===== src/hdl/hse_pkg.sv =====
`timescale 1ns / 1ps
// ----------------------------------------------------------------------------
// hse_pkg
// shared widths, defaults, controller states, datapath opcodes and status
// ----------------------------------------------------------------------------
package hse_pkg;

    localparam int KEY_W     = 32;
    localparam int DEPTH_DEF = 64;

    typedef enum logic [3:0] {
        S_LOAD,
        S_BUILD_INIT,
        S_BUILD_CHK,
        S_ROOT_LD,
        S_SIFT_RD,
        S_SIFT_CMP,
        S_EXT_INIT,
        S_EXT_CHK,
        S_EXT_SWAP,
        S_EMIT_RD,
        S_EMIT_LD,
        S_EMIT_WAIT
    } t_state;

    typedef enum logic [3:0] {
        OP_NONE,
        OP_STORE,
        OP_BUILD_INIT,
        OP_ROOT_RD,
        OP_VAL_ROOT,
        OP_SIFT_RD,
        OP_SIFT_STEP,
        OP_EXT_INIT,
        OP_EXT_RD,
        OP_EXT_SWAP,
        OP_EMIT_INIT,
        OP_EMIT_RD,
        OP_EMIT_LD,
        OP_EMIT_DONE
    } t_op;

    typedef struct packed {
        logic idx_zero;
        logic idx_lt2;
        logic sift_stop;
        logic out_final;
    } t_stat;

endpackage


===== src/hdl/hse_ctrl.sv =====
`timescale 1ns / 1ps
// ----------------------------------------------------------------------------
// hse_ctrl
// sequencer for load, heap build, extraction and emit phases
// ----------------------------------------------------------------------------
module hse_ctrl import hse_pkg::*; (
    input  logic  i_clk,
    input  logic  i_rst_n,
    input  logic  i_in_valid,
    input  logic  i_in_last,
    input  logic  i_out_fire,
    input  t_stat i_stat,
    output logic  o_in_ready,
    output t_op   o_op
);

    t_state r_state, n_state;
    logic   r_extract, n_extract;

    always_ff @(posedge i_clk) begin
        if (!i_rst_n) begin
            r_state   <= S_LOAD;
            r_extract <= 1'b0;
        end else begin
            r_state   <= n_state;
            r_extract <= n_extract;
        end
    end

    always_comb begin
        n_state    = r_state;
        n_extract  = r_extract;
        o_op       = OP_NONE;
        o_in_ready = 1'b0;
        case (r_state)
            S_LOAD: begin
                o_in_ready = 1'b1;
                if (i_in_valid) begin
                    o_op = OP_STORE;
                    if (i_in_last) begin
                        n_state = S_BUILD_INIT;
                    end
                end
            end
            S_BUILD_INIT: begin
                o_op      = OP_BUILD_INIT;
                n_extract = 1'b0;
                n_state   = S_BUILD_CHK;
            end
            S_BUILD_CHK: begin
                if (i_stat.idx_zero) begin
                    n_state = S_EXT_INIT;
                end else begin
                    o_op    = OP_ROOT_RD;
                    n_state = S_ROOT_LD;
                end
            end
            S_ROOT_LD: begin
                o_op    = OP_VAL_ROOT;
                n_state = S_SIFT_RD;
            end
            S_SIFT_RD: begin
                o_op    = OP_SIFT_RD;
                n_state = S_SIFT_CMP;
            end
            S_SIFT_CMP: begin
                o_op = OP_SIFT_STEP;
                if (!i_stat.sift_stop) begin
                    n_state = S_SIFT_RD;
                end else if (r_extract) begin
                    n_state = S_EXT_CHK;
                end else begin
                    n_state = S_BUILD_CHK;
                end
            end
            S_EXT_INIT: begin
                o_op      = OP_EXT_INIT;
                n_extract = 1'b1;
                n_state   = S_EXT_CHK;
            end
            S_EXT_CHK: begin
                if (i_stat.idx_lt2) begin
                    o_op      = OP_EMIT_INIT;
                    n_extract = 1'b0;
                    n_state   = S_EMIT_RD;
                end else begin
                    o_op    = OP_EXT_RD;
                    n_state = S_EXT_SWAP;
                end
            end
            S_EXT_SWAP: begin
                o_op    = OP_EXT_SWAP;
                n_state = S_SIFT_RD;
            end
            S_EMIT_RD: begin
                o_op    = OP_EMIT_RD;
                n_state = S_EMIT_LD;
            end
            S_EMIT_LD: begin
                o_op    = OP_EMIT_LD;
                n_state = S_EMIT_WAIT;
            end
            S_EMIT_WAIT: begin
                if (i_out_fire) begin
                    if (i_stat.out_final) begin
                        o_op    = OP_EMIT_DONE;
                        n_state = S_LOAD;
                    end else begin
                        o_op    = OP_EMIT_RD;
                        n_state = S_EMIT_LD;
                    end
                end
            end
            default: begin
                n_state = S_LOAD;
            end
        endcase
    end

endmodule


===== config.mk =====
export PLATFORM = sky130hd
export DESIGN_NAME = hse_ctrl
export DESIGN_NICKNAME = d
export VERILOG_FILES = /design/src/hdl/hse_pkg.sv /design/src/hdl/hse_ctrl.sv
export SDC_FILE = /design/constraint.sdc
export NUM_CORES = 1
export LEC_CHECK = 0
export ABC_AREA = 1
export BUFFER_PORTS_ARGS = -buffer_cell sky130_fd_sc_hd__buf_2
export CAP_MARGIN = 20
export CORE_AREA = 2 2 39 41
export DETAILED_ROUTE_END_ITERATION = 8
export DIE_AREA = 0 0 41 43
export GPL_TIMING_DRIVEN = 0
export PLACE_DENSITY_LB_ADDON = 0.05
export SETUP_SLACK_MARGIN = 0.5
export SYNTH_ARGS = -nofsm -noshare
export SYNTH_HDL_FRONTEND = slang
export SYNTH_SLANG_ARGS = --single-unit
export TNS_END_PERCENT = 10

===== constraint.sdc =====
create_clock -name i_clk -period 1.3 [get_ports i_clk]
set_clock_uncertainty 0.15 [all_clocks]
set_input_delay 0.26 -clock i_clk [delete_from_list [all_inputs] [get_ports i_clk]]
set_output_delay 0.26 -clock i_clk [all_outputs]
set_load 0.01 [all_outputs]

==> qor.txt <==
# Max-Cap Violations: 0
sw frac: 36.61%
WP data required: 0.89 ns
count of pins over their slew limit: 0
synthesized cell area: 441.7 µm²
Area Overhead vs Synth: 61.76%
Final WS setup: -0.3992 ns
CP Capture Type: primary output
Max FO, Critical Path: 4
slew margin rel.: 87.97%
first-pass GRT wire length: 2221 µm
Initial Util: 31.92%
Clock Latency Late Sink: 0.24 ns
Synth cell types: 12
# rows: 14
Final Hold Viols: 0
core area: 1384 µm²
FILL cells: 155
fmax: 588.5 MHz
post-route ant nets: 0
RSZ-0062 raised after global routing: yes
Synth Warn #: 0
min Tclk post-route: 1.699 ns
DR top layer: met4
First-pass DRT Iterations: 2
die width: 41 µm
Tightest Pin Transition: 0.1802 ns
Clock power frac: 31.9%
met2 WL: 770 µm
Critical Path AT: 1.29 ns
endpoints failing setup: 5
TritonCTS clock tree: built
cts-stage hold buffer count: 0
number of global-route vias before repair: 555
H-tree depth: 1
Placer Congestion: 0.8373
GRT Util Overall: 18.91%
hold_ws: 0.1662 ns
met3 wire length: 35 µm
drt initial violations: 6
switching power: 210.9 µW
Post-Syn Instances: 85
full die area: 1763 µm²
setup TNS: -1.618 ns
type of the worst setup path: flop to primary output
failing checks: setup timing
Hold Path Class: primary input to flop
Metal-1 WL: 598 µm
Clock Path Buffers: 2
largest net degree at the start of global routing: 6
Vias/cell: 4.667
initial antenna violation count: 0
register area share after synthesis: 22.66%
fin util: 51.63%
reg2reg setup slack: 0 ns
routed via count: 588
CTS sink cnt: 5
DR WL/cell: 11.24 µm
clock edge transition at the registers on the reported setup and hold paths: 0.04 ns
Routed WL: 1416 µm
IO Pins: 14
part of the power in combinational logic: 36.5%
Leak Pwr: 0.0003832 µW
CTS root buf: clkbuf_4
Mapped Avg Cell Area: 5.196 µm²
Sequential Power Share: 31.6%
# DRC: 0
Power Dens Cells: 806.3 nW/µm²
CTS buffer count: 3
Syn Nets: 94
#FFs+latches synth: 5
DP Wirelength: 983.9 µm
status: complete, but fails checks
nets: 120
PortBufs: 13
global route total overflow: 0
Int Pwr: 365.1 µW
share of cells above drive strength 1: 50.00%
antenna cells: 0
Final period util: 130.7%
die height: 43 µm
VDD IR-drop max: 0.3924 mV
critical path launch point type: flop
cell usage in the layout, fill, tap and decap left out, drive strengths merged:
cell / instances
a21oi: 7
a31oi: 1
buf: 21
clkbuf: 4
dfxtp: 5
inv: 13
nand2: 31
nand3: 8
nand4: 2
nor2: 16
o21ai: 2
cell families (layout without fill, tap and decap cells):
kind of cell           count (synthesis)  count (layout)  synth area share, %
and+or+nand+nor                       57              57                54.67
buffers and inverters                 13              38                11.05
AOI/OAI and AO/OA                     10              10                11.61
DFF                                    5               5                22.66
power by group through the flow:
stage	sequential, µW	combinational (µW)	clock, µW
floorplan	176	119	0
global placement	179	175	0
detailed placement	178	173	0
CTS	179	199	192
global route	184	238	203
finish	182	211	184
synth_stat cells, drive strengths merged:
library cell,instances,share of area (%)
nand3,8,9.1
a21oi,7,7.9
nand4,2,2.8
nand2,31,26
dfxtp,5,23
o21ai,2,2.3
a31oi,1,1.4
nor2,16,16
inv,13,11
per-layer routing:
metal	track usage, %	vias to the layer above
li1	-	320
met1	21.04	258
met2	31.56	8
met3	1.571	2
met4	12.67	0
met5	0	-
critical path: stages (launching register included):
cell and delay [ns]:
dfxtp_4 0.36, inv_4 0.05, nor2_4 0.13, nand2_2 0.10, nor2_2 0.10, nor2_2 0.06
a21oi_2 0.11, buf_2 0.13
state kept, by name, summed over array words and instances, names as in the netlist:
| register | cells |
|---|---|
| r_state | 4 |
| r_extract | 1 |
area by class of cell:
type	instances	area [µm²]	area share [%]
sequential	5	115.1	16.11
clock buffer	4	26.28	3.678
inverter	13	53.80	7.531
tap	16	20.02	2.802
multi-input combinational	67	370.4	51.84
timing repair buffer	21	128.9	18.04
worst paths after layout:
kind	from	endpoint	cells past startpoint
worst max-delay path	r_state[2]	o_op[1]	7
worst min-delay path	i_rst_n	r_state[3]	3
worst max register to register	r_state[1]	r_state[0]	9
worst min register to register	r_extract	r_extract	4
timing repair:
item | in CTS | in global routing
buffers inserted | 8 | 0
setup endpoints to repair | 10 | 10
resized for setup | 25 | 9
pin swaps | 11 | 8
stage by stage:
stage / power, µW / instance area, µm² / cells / worst slack [ns]
after CTS: 570.7 / 694.4 / 126 / -0.4202
after floorplan: 294.2 / 452.9 / 85 / -0.06516
after detailed placement: 351.6 / 538.0 / 114 / -0.2948
after global placement: 354.4 / 538.0 / 114 / -0.3112
final: 576.0 / 714.4 / 126 / -0.3992
after global routing: 624.2 / 714.4 / 126 / -0.4890
(Power assumes the default switching activity.)
